**src/rtl/rrfp_pkg.sv**
```systemverilog
package rrfp_pkg;

	// Frame geometry and header codes
	localparam int unsigned WinBytes  = 9;
	localparam int unsigned FillW     = 4;
	localparam logic [7:0]  HdrType   = 8'hFB;
	localparam logic [7:0]  HdrCode   = 8'h03;
	localparam logic [7:0]  ReportLen = 8'h04;
	localparam logic [15:0] WordOne   = 16'd1;

	// Window byte offsets
	localparam int unsigned OffType  = 0;
	localparam int unsigned OffCode  = 1;
	localparam int unsigned OffBoard = 2;
	localparam int unsigned OffLen   = 3;
	localparam int unsigned OffValid = 4;
	localparam int unsigned OffDist  = 6;
	localparam int unsigned OffCsum  = 8;

	typedef logic [7:0] byte_t;

	typedef struct packed {
		logic [7:0]  board_id;
		logic [7:0]  payload_length;
		logic        checksum_ok;
		logic        data_valid;
		logic [15:0] distance_dm;
	} rpt_t;

	// Join two payload bytes into a word in the selected order
	function automatic logic [15:0] pair_word(input logic [7:0] first,
		input logic [7:0] second, input logic little);
		logic [15:0] w;
		if (little) begin
			w = {second, first};
		end else begin
			w = {first, second};
		end
		return w;
	endfunction

endpackage

```
**src/rtl/rrfp_if.sv**
```systemverilog
// Received serial byte channel
interface rrfp_byte_if;
	logic       valid;
	logic       ready;
	logic [7:0] rx_byte;

	modport source (output valid, output rx_byte, input ready);
	modport sink (input valid, input rx_byte, output ready);
endinterface

// Decoded report channel
interface rrfp_rpt_if;
	logic        valid;
	logic        ready;
	logic [7:0]  board_id;
	logic [7:0]  payload_length;
	logic        checksum_ok;
	logic        data_valid;
	logic [15:0] distance_dm;

	modport source (output valid, output board_id, output payload_length,
		output checksum_ok, output data_valid, output distance_dm, input ready);
	modport sink (input valid, input board_id, input payload_length,
		input checksum_ok, input data_valid, input distance_dm, output ready);
endinterface

// Configuration write channel
interface rrfp_cfg_if;
	logic valid;
	logic ready;
	logic payload_little_endian;

	modport source (output valid, output payload_little_endian, input ready);
	modport sink (input valid, input payload_little_endian, output ready);
endinterface

```
**src/rtl/range_report_frame_parser.sv**
```systemverilog
// Range report frame parser. Serial bytes enter a 9-byte sliding window; once
// nine bytes have arrived, every new byte checks the window for the header
// 0xFB 0x03 and a match produces one report word (board id, length, checksum
// flag, valid flag, distance). A byte can be taken every cycle unless the input
// stalls: the window register feeds combinational decode logic (header compare,
// 8-byte checksum adder tree, word assembly) into the report register, which
// holds the report decoded from the byte that completes it. Input stalls only
// while a decoded report waits in the window stage behind an unread report in
// the output register. payload_little_endian (reset 1) selects the byte order
// of the payload words; write it only while the parser is idle.
module range_report_frame_parser
	import rrfp_pkg::*;
(
	input  logic         clk,
	input  logic         arst_n,
	rrfp_byte_if.sink    rx,
	rrfp_rpt_if.source   rpt,
	rrfp_cfg_if.sink     cfg
);

	byte_t            win_s1 [WinBytes];
	logic             chk_s1;
	logic [FillW-1:0] fill_q;
	logic             little_q;
	logic             out_valid_q;
	rpt_t             out_q;

	logic             hdr_match;
	logic             stall;
	logic             out_load;
	logic             rx_acc;
	logic [7:0]       sum;
	rpt_t             rpt_next;

	// Config register
	assign cfg.ready = 1'b1;
	always_ff @(posedge clk or negedge arst_n) begin
		if (!arst_n) begin
			little_q <= 1'b1;
		end else if (cfg.valid) begin
			little_q <= cfg.payload_little_endian;
		end
	end

	// Flow control
	assign hdr_match = chk_s1 && (win_s1[OffType] == HdrType) && (win_s1[OffCode] == HdrCode);
	assign stall     = hdr_match && out_valid_q && !rpt.ready;
	assign out_load  = hdr_match && !stall;
	assign rx.ready  = !stall;
	assign rx_acc    = rx.valid && rx.ready;

	// Byte window: oldest at offset 0, new byte enters at the top
	always_ff @(posedge clk) begin
		if (rx_acc) begin
			for (int i = 0; i < WinBytes - 1; i++) begin
				win_s1[i] <= win_s1[i+1];
			end
			win_s1[WinBytes-1] <= rx.rx_byte;
		end
	end

	// Fill count and check flag
	always_ff @(posedge clk or negedge arst_n) begin
		if (!arst_n) begin
			fill_q <= '0;
			chk_s1 <= 1'b0;
		end else if (rx_acc) begin
			if (fill_q != FillW'(WinBytes)) begin
				fill_q <= fill_q + FillW'(1);
			end
			chk_s1 <= (fill_q >= FillW'(WinBytes - 1));
		end else if (!stall) begin
			chk_s1 <= 1'b0;
		end
	end

	// Decode: checksum tree and payload words
	always_comb begin
		sum = ((win_s1[0] + win_s1[1]) + (win_s1[2] + win_s1[3]))
			+ ((win_s1[4] + win_s1[5]) + (win_s1[6] + win_s1[7]));
		rpt_next.board_id       = win_s1[OffBoard];
		rpt_next.payload_length = win_s1[OffLen];
		rpt_next.checksum_ok    = 1'b0;
		rpt_next.data_valid     = 1'b0;
		rpt_next.distance_dm    = '0;
		if (win_s1[OffLen] == ReportLen) begin
			rpt_next.checksum_ok = (sum == win_s1[OffCsum]);
			rpt_next.data_valid  =
				(pair_word(win_s1[OffValid], win_s1[OffValid+1], little_q) == WordOne);
			rpt_next.distance_dm = pair_word(win_s1[OffDist], win_s1[OffDist+1], little_q);
		end
	end

	// Report register
	always_ff @(posedge clk or negedge arst_n) begin
		if (!arst_n) begin
			out_valid_q <= 1'b0;
		end else if (out_load) begin
			out_valid_q <= 1'b1;
		end else if (rpt.ready) begin
			out_valid_q <= 1'b0;
		end
	end

	always_ff @(posedge clk) begin
		if (out_load) begin
			out_q <= rpt_next;
		end
	end

	assign rpt.valid          = out_valid_q;
	assign rpt.board_id       = out_q.board_id;
	assign rpt.payload_length = out_q.payload_length;
	assign rpt.checksum_ok    = out_q.checksum_ok;
	assign rpt.data_valid     = out_q.data_valid;
	assign rpt.distance_dm    = out_q.distance_dm;

	// Checks
	a_chk_full: assert property (@(posedge clk) disable iff (!arst_n)
		chk_s1 |-> fill_q == FillW'(WinBytes))
		else $error("window checked before full");

	a_new_rpt: assert property (@(posedge clk) disable iff (!arst_n)
		$rose(out_valid_q) |-> $past(hdr_match))
		else $error("report without header match");

	a_len_flags: assert property (@(posedge clk) disable iff (!arst_n)
		out_valid_q && (out_q.checksum_ok || out_q.data_valid) |->
		out_q.payload_length == ReportLen)
		else $error("flags set for wrong length");

	a_stall_hold: assert property (@(posedge clk) disable iff (!arst_n)
		stall |=> hdr_match)
		else $error("stalled report lost");

endmodule
```
**src/flat_wrapper.sv**
```systemverilog
// flat-port wrapper written by rule: the top's interface ports become plain ports
module range_report_frame_parser_flat import rrfp_pkg::*;
  (clk, arst_n, rx_valid, rx_rx_byte, rx_ready, rpt_valid, rpt_board_id, rpt_payload_length, rpt_checksum_ok, rpt_data_valid, rpt_distance_dm, rpt_ready, cfg_valid, cfg_payload_little_endian, cfg_ready);
  rrfp_byte_if rx_i ();
  rrfp_rpt_if rpt_i ();
  rrfp_cfg_if cfg_i ();
  input  logic clk;
  input  logic arst_n;
  input wire logic [$bits(rx_i.valid)-1:0] rx_valid;
  input wire logic [$bits(rx_i.rx_byte)-1:0] rx_rx_byte;
  output wire logic [$bits(rx_i.ready)-1:0] rx_ready;
  output wire logic [$bits(rpt_i.valid)-1:0] rpt_valid;
  output wire logic [$bits(rpt_i.board_id)-1:0] rpt_board_id;
  output wire logic [$bits(rpt_i.payload_length)-1:0] rpt_payload_length;
  output wire logic [$bits(rpt_i.checksum_ok)-1:0] rpt_checksum_ok;
  output wire logic [$bits(rpt_i.data_valid)-1:0] rpt_data_valid;
  output wire logic [$bits(rpt_i.distance_dm)-1:0] rpt_distance_dm;
  input wire logic [$bits(rpt_i.ready)-1:0] rpt_ready;
  input wire logic [$bits(cfg_i.valid)-1:0] cfg_valid;
  input wire logic [$bits(cfg_i.payload_little_endian)-1:0] cfg_payload_little_endian;
  output wire logic [$bits(cfg_i.ready)-1:0] cfg_ready;
  assign rx_i.valid = rx_valid;
  assign rx_i.rx_byte = rx_rx_byte;
  assign rx_ready = rx_i.ready;
  assign rpt_valid = rpt_i.valid;
  assign rpt_board_id = rpt_i.board_id;
  assign rpt_payload_length = rpt_i.payload_length;
  assign rpt_checksum_ok = rpt_i.checksum_ok;
  assign rpt_data_valid = rpt_i.data_valid;
  assign rpt_distance_dm = rpt_i.distance_dm;
  assign rpt_i.ready = rpt_ready;
  assign cfg_i.valid = cfg_valid;
  assign cfg_i.payload_little_endian = cfg_payload_little_endian;
  assign cfg_ready = cfg_i.ready;
  range_report_frame_parser u_core (.clk(clk), .arst_n(arst_n), .rx(rx_i), .rpt(rpt_i), .cfg(cfg_i));
endmodule
```
**config.mk**
```make
export PLATFORM = sky130hd
export DESIGN_NAME = range_report_frame_parser_flat
export DESIGN_NICKNAME = d
export VERILOG_FILES = /design/src/rtl/rrfp_pkg.sv /design/src/rtl/rrfp_if.sv /design/src/rtl/range_report_frame_parser.sv /design/src/flat_wrapper.sv
export SDC_FILE = /design/constraint.sdc
export NUM_CORES = 1
export LEC_CHECK = 0
export ABC_AREA = 1
export BUFFER_PORTS_ARGS = -buffer_cell sky130_fd_sc_hd__buf_2
export CAP_MARGIN = 0
export CORE_UTILIZATION = 25
export DETAILED_ROUTE_END_ITERATION = 12
export GPL_ROUTABILITY_DRIVEN = 0
export GPL_TIMING_DRIVEN = 0
export HOLD_SLACK_MARGIN = 0.06
export PLACE_DENSITY_LB_ADDON = 0.3
export SYNTH_ARGS = -nofsm -noshare
export SYNTH_HDL_FRONTEND = slang
export SYNTH_SLANG_ARGS = --single-unit
```
**constraint.sdc**
```tcl
create_clock -name clk -period 12.5 [get_ports clk]
set_clock_uncertainty 0.2 [all_clocks]
set_input_delay 1.25 -clock clk [delete_from_list [all_inputs] [get_ports clk]]
set_output_delay 1.25 -clock clk [all_outputs]
set_load 0.02 [all_outputs]
```
Yosys cells after proc, flatten, opt, wreduce, memory -nomap -nowiden
Memory sizes are Yosys's and may differ from the RTL's.
Index checks and enable logic that the tools add are counted.
{ "word_totals": {"ff_bits": 41, "mem_bits_rw": 72, "inputBits": 14, "output_inout_bits": 37, "word_cells": 45, "n_memories": 1} }
{ "classes": {"n_addsub": 8, "n_lt_le_gt_ge": 1, "eq_ne": 7, "mux": 9, "reduce_logical": 10} }
{ "mem_list": {"columns": ["memory", "words", "width", "read_ports", "rd_clocked_by_memory_dff", "wr", "line", "source"], "rows": [
  ["u_core.win_s1", 9, 8, 9, 0, 9, "range_report_frame_parser.sv:21", "byte_t win_s1 [WinBytes];"]
]} }
{ "ops": {"columns": ["op", "n"], "rows": [
  ["$add 8x8->8", 7],
  ["$mux 16", 3],
  ["$eq 16x1->1 const B", 1],
  ["$eq 8x2->1 const B", 1],
  ["$eq 8x3->1 const B", 1],
  ["$eq 8x8->1", 1],
  ["$eq 8x8->1 const B", 1],
  ["$logic_and 1x1->1", 6],
  ["$mux 1", 6],
  ["$add 4x1->4 const B", 1],
  ["$ge 4x4->1 const B", 1],
  ["$ne 4x4->1 const B", 1],
  ["$logic_not 1->1", 2],
  ["$ne 2x2->1 const B", 1],
  ["$reduce_and 2->1", 1],
  ["$reduce_bool 2->1", 1]
]} }

Logic depth before layout (Yosys ltp)
An unclocked memory read counts as a cell.
{ "logic_depth": {"word_depth": 10, "mapped_depth": 19, "mapped_depth_nobuf": 19} }

Worst setup path before layout
OpenSTA, ideal clock, no wires.
{ "synth_timing": {"kind": "register to register", "startpoint": "memory u_core.win_s1[3][2] in the netlist's numbering", "endpoint": "register u_core.out_q, in the netlist u_core.rpt.checksum_ok, data pin", "setup_ns": 0.255, "t_arrival_ns": 3.783, "required_ns": 12.045, "setup_slack_ns": 8.262, "path_stages_with_launch": 18, "path_buffers": 0, "synth_period_minus_slack_ns": 4.238, "cell_sequence": "edfxtp_1 fa_1 inv_1 fa_1 fa_1 fa_1 inv_1 ha_1 inv_1 fa_1 nand3b_1 nand2_1 xor2_1 inv_1 nand3_1 nor2_1 nand2_1 nor2_1"} }
{ "synth_rtl": {"columns": ["element", "line", "source"], "rows": [
  ["from (decl)", "range_report_frame_parser.sv:21", null],
  ["to (signal assigned)", "range_report_frame_parser.sv:107", "out_q <= rpt_next;"],
  ["to (decl)", "range_report_frame_parser.sv:26", "rpt_t out_q;"]
]} }

==> impl_metrics.yaml <==
outcome:
  outcome: "finished clean"
critical_path:
  path_class: "flip-flop to flip-flop"
  start_kind: "flip-flop"
  ff2ff_path_depth: 17
  r2r_setup_slack_ns: 7.91
  critPathRequiredTime_ns: 12.56
  worst_r2r_endpoint: "u_core.rpt.checksum_ok"
  crit_arrival_ns: 4.65
  cp_max_fo: 4
  cp-end-kind: "flip-flop"
  r2r_start: "u_core.win_s1[3][2]"
job:
  drv_cap: 0
final_layout:
  final_cell_area_um2: 6800
  syn_to_final_growth_pct: 23.3
  n_antenna_cell: 0
  drive_above_1_share_pct: 18.1
  fin_nets: 575
  finalNonFillerCells: 799
yosys:
  synth_nets: 505
  ys_ff_latch: 113
  synth_area_per_cell_um2: 12.5
  yosysWarnings: 0
  syn_inst: 441
  ys_types: 32
  synthesis.area_um2: 5520
  seq_area_frac_synth_pct: 60.9
power:
  power_switching_share_pct: 30.5
  p_int_w: 0.000947
  power.switching_w: 0.000415
  power.share.clock_pct: 37.8
  sequentialPowerShare_pct: 33.8
  peakVddDrop_mv: 0.114
  p_comb_share_pct: 28.4
  p_leak_nw: 2.85
  p_per_area_nw_per_um2: 200
timing:
  tns_ns: 0
  min_period_ns: 4.59
  setup_viol: 0
  period_share_pct: 36.7
  drv_slew: 0
  rsz0062_at_grt: "no"
  fin_ws_ns: 7.91
  max_freq_mhz: 218
  max_slew_margin_pct: 58.5
  worstMarginPinSlew_ns: 0.622
  hold_viol_final: 0
global_routing:
  grt_overflow: 0
  first_global_vias: 3573
  grt_use_total_pct: 11.5
  antenna_found_initial: 0
  grt_start_max_net_pins: 73
  grt_pass1_wl_mm: 18.9
route:
  drt_iter0_drc: 209
  firstDrtPassIters: 4
  routed_wirelength_mm: 11.6
  drcViolationCount: 0
  vias_per_cell: 4.12
  wl_per_cell_um: 14.6
  num_vias: 3288
  ant_nets: 0
cts:
  hold_buffers: 0
  cts_buffers: 17
  post_cts_buffers: 0
  clockBufferDepth: 2
  clkSlewWorstSetupHoldPaths_ns: 0.05
  postCtsResizedCells: 0
  numClockSinks: 113
  clock-root-buffer: "clkbuf_16"
  cts_max_level: 4
  cts_tree: "yes"
  clkLatencyLatePin_ns: 0.42
floorplan:
  core_um2: 21400
  dieArea_um2: 22700
  die_w_um: 151
  die_h_um: 151
  boundaryPins: 51
  rows: 53
  start_util_pct: 25.9
hold_path:
  hold_path_class: "flip-flop to flip-flop"
  hold_depth: 0
  min-delay-start: "u_core.win_s1[8][0]"
  holdPathEnd: "u_core.win_s1[7][0]"
place:
  post-dp-hpwl_mm: 8.51
  placed_area_um2: 6170
  portBuffers: 49
  dp_cells: 767
  dp_slack_ns: 7.93
## power by group through the flow
stage	clock, W	sequential [W]	combinational [W]
CTS	0.000526	0.000461	0.000396
detailed placement	0	0.000468	0.000391
floorplan	0	0.000461	0.000314
finish	0.000514	0.000460	0.000387
global route	0.000540	0.000464	0.000454
global placement	0	0.000467	0.000381
## registers in the layout, indices dropped and copies added (netlist names)
signal / cells
u_core.fill_q: 4
u_core.win_s1: 72
u_core.rpt.payload_length: 8
u_core.rpt.valid: 1
u_core.rpt.checksum_ok: 1
u_core.rpt.data_valid: 1
u_core.rpt.board_id: 8
u_core.chk_s1: 1
u_core.rpt.distance_dm: 16
u_core.little_q: 1
## area by class of cell
class                           count  area (um2)
Sequential cell                   113        3360
Buffer                              6        32.5
Inverter                           85         322
Multi-Input combinational cell    237        1820
Timing Repair Buffer               51         300
Fill cell                        2186       14500
Tap cell                          275         344
Clock inverter                     13         186
Clock buffer                       19         443
## worst max path at each step
stage               slack, ns  cells past startpoint                endpoint           startpoint
floorplan                8.26                     17  u_core.rpt.checksum_ok  u_core.win_s1[3][2]
global placement         7.90                     17  u_core.rpt.checksum_ok  u_core.win_s1[3][2]
detailed placement       7.93                     17  u_core.rpt.checksum_ok  u_core.win_s1[3][2]
CTS                      7.87                     17  u_core.rpt.checksum_ok  u_core.win_s1[3][2]
global route             7.59                     17  u_core.rpt.checksum_ok  u_core.win_s1[3][2]
finish                   7.91                     17  u_core.rpt.checksum_ok  u_core.win_s1[3][2]
## synth_stat cells
library cell  number  area, um2
inv_1             83        312
nor4_1             3       18.8
and2_2             1       7.51
dfstp_2            1       26.3
buf_2              2       10.0
xor2_1             9       78.8
nand3_2            1       10.0
clkinv_1           1       3.75
nor2_1            24       90.1
a21oi_1           20        100
dfrtp_1            6        150
inv_2              1       3.75
nand2_1           90        338
a211oi_1           1       7.51
edfxtp_1         106       3180
ha_1              11        138
clkbuf_1           2       7.51
conb_1             1       3.75
nand4_2            1       12.5
nand3b_1           2       15.0
buf_4              2       15.0
nand3_1           12       60.1
a21oi_2            1       8.76
a21o_1             1       7.51
nand4_1            9       56.3
or2_0              1       6.26
nor3_1             2       10.0
o21ai_0            3       15.0
nor4_2             1       12.5
xnor2_1            3       26.3
fa_1              39        781
or2_1              1       6.26
## placed cells by master (no fill, tap or decap), types with 3 or more instances in the layout
| cell type | count |
|---|---|
| clkinv_4 | 3 |
| ha_1 | 11 |
| buf_2 | 51 |
| xor2_1 | 9 |
| nor4_1 | 3 |
| fa_1 | 39 |
| inv_1 | 82 |
| o21ai_0 | 3 |
| nor2_1 | 23 |
| clkbuf_1 | 3 |
| clkbuf_16 | 17 |
| clkinvlp_4 | 4 |
| nand2_1 | 90 |
| bufinv_16 | 4 |
| a21oi_1 | 20 |
| edfxtp_1 | 106 |
| xnor2_1 | 3 |
| nand4_1 | 9 |
| nand3_1 | 12 |
| dfrtp_1 | 6 |
## per-layer routing
layer	vias to the layer above	track usage [%]	wire (um)
li1	1575	-	-
met1	1627	14.6	5330
met2	72	18.2	5610
met3	14	3.97	570
met4	0	3.90	135
met5	-	0	0
## critical path, stage by stage (launching register included)
cell and delay (ns):
edfxtp_1 0.44, fa_1 0.56, inv_1 0.06, fa_1 0.50
fa_1 0.56, fa_1 0.57, inv_1 0.04, ha_1 0.23
inv_1 0.08, fa_1 0.42, xnor2_1 0.14, nor2_1 0.10
nand2_1 0.06, nor2_1 0.12, nand3_1 0.08, nor2_1 0.09
nand2_1 0.06, nor2_1 0.12
## stage by stage
stage | hold WS, ns | power [W] | util [%]
floorplan | 0.242 | 0.000775 | -
global placement | 0.258 | 0.000848 | 28.6
detailed placement | 0.265 | 0.000859 | 28.9
CTS | 0.278 | 0.00138 | 31.9
global route | 0.300 | 0.00146 | 31.9
finish | 0.275 | 0.00136 | 31.9
## cells by family after synthesis
logic type	synth area share [%]
AO/OA/AOI/OAI	2.52
XOR/XNOR	1.90
adder cells (fa/ha/maj)	16.6
buffers and inverters	6.37
flip-flops	60.9
other	0.0679
AND/OR/NAND/NOR	11.7
Note: power is estimated with default switching activity, not from simulation.
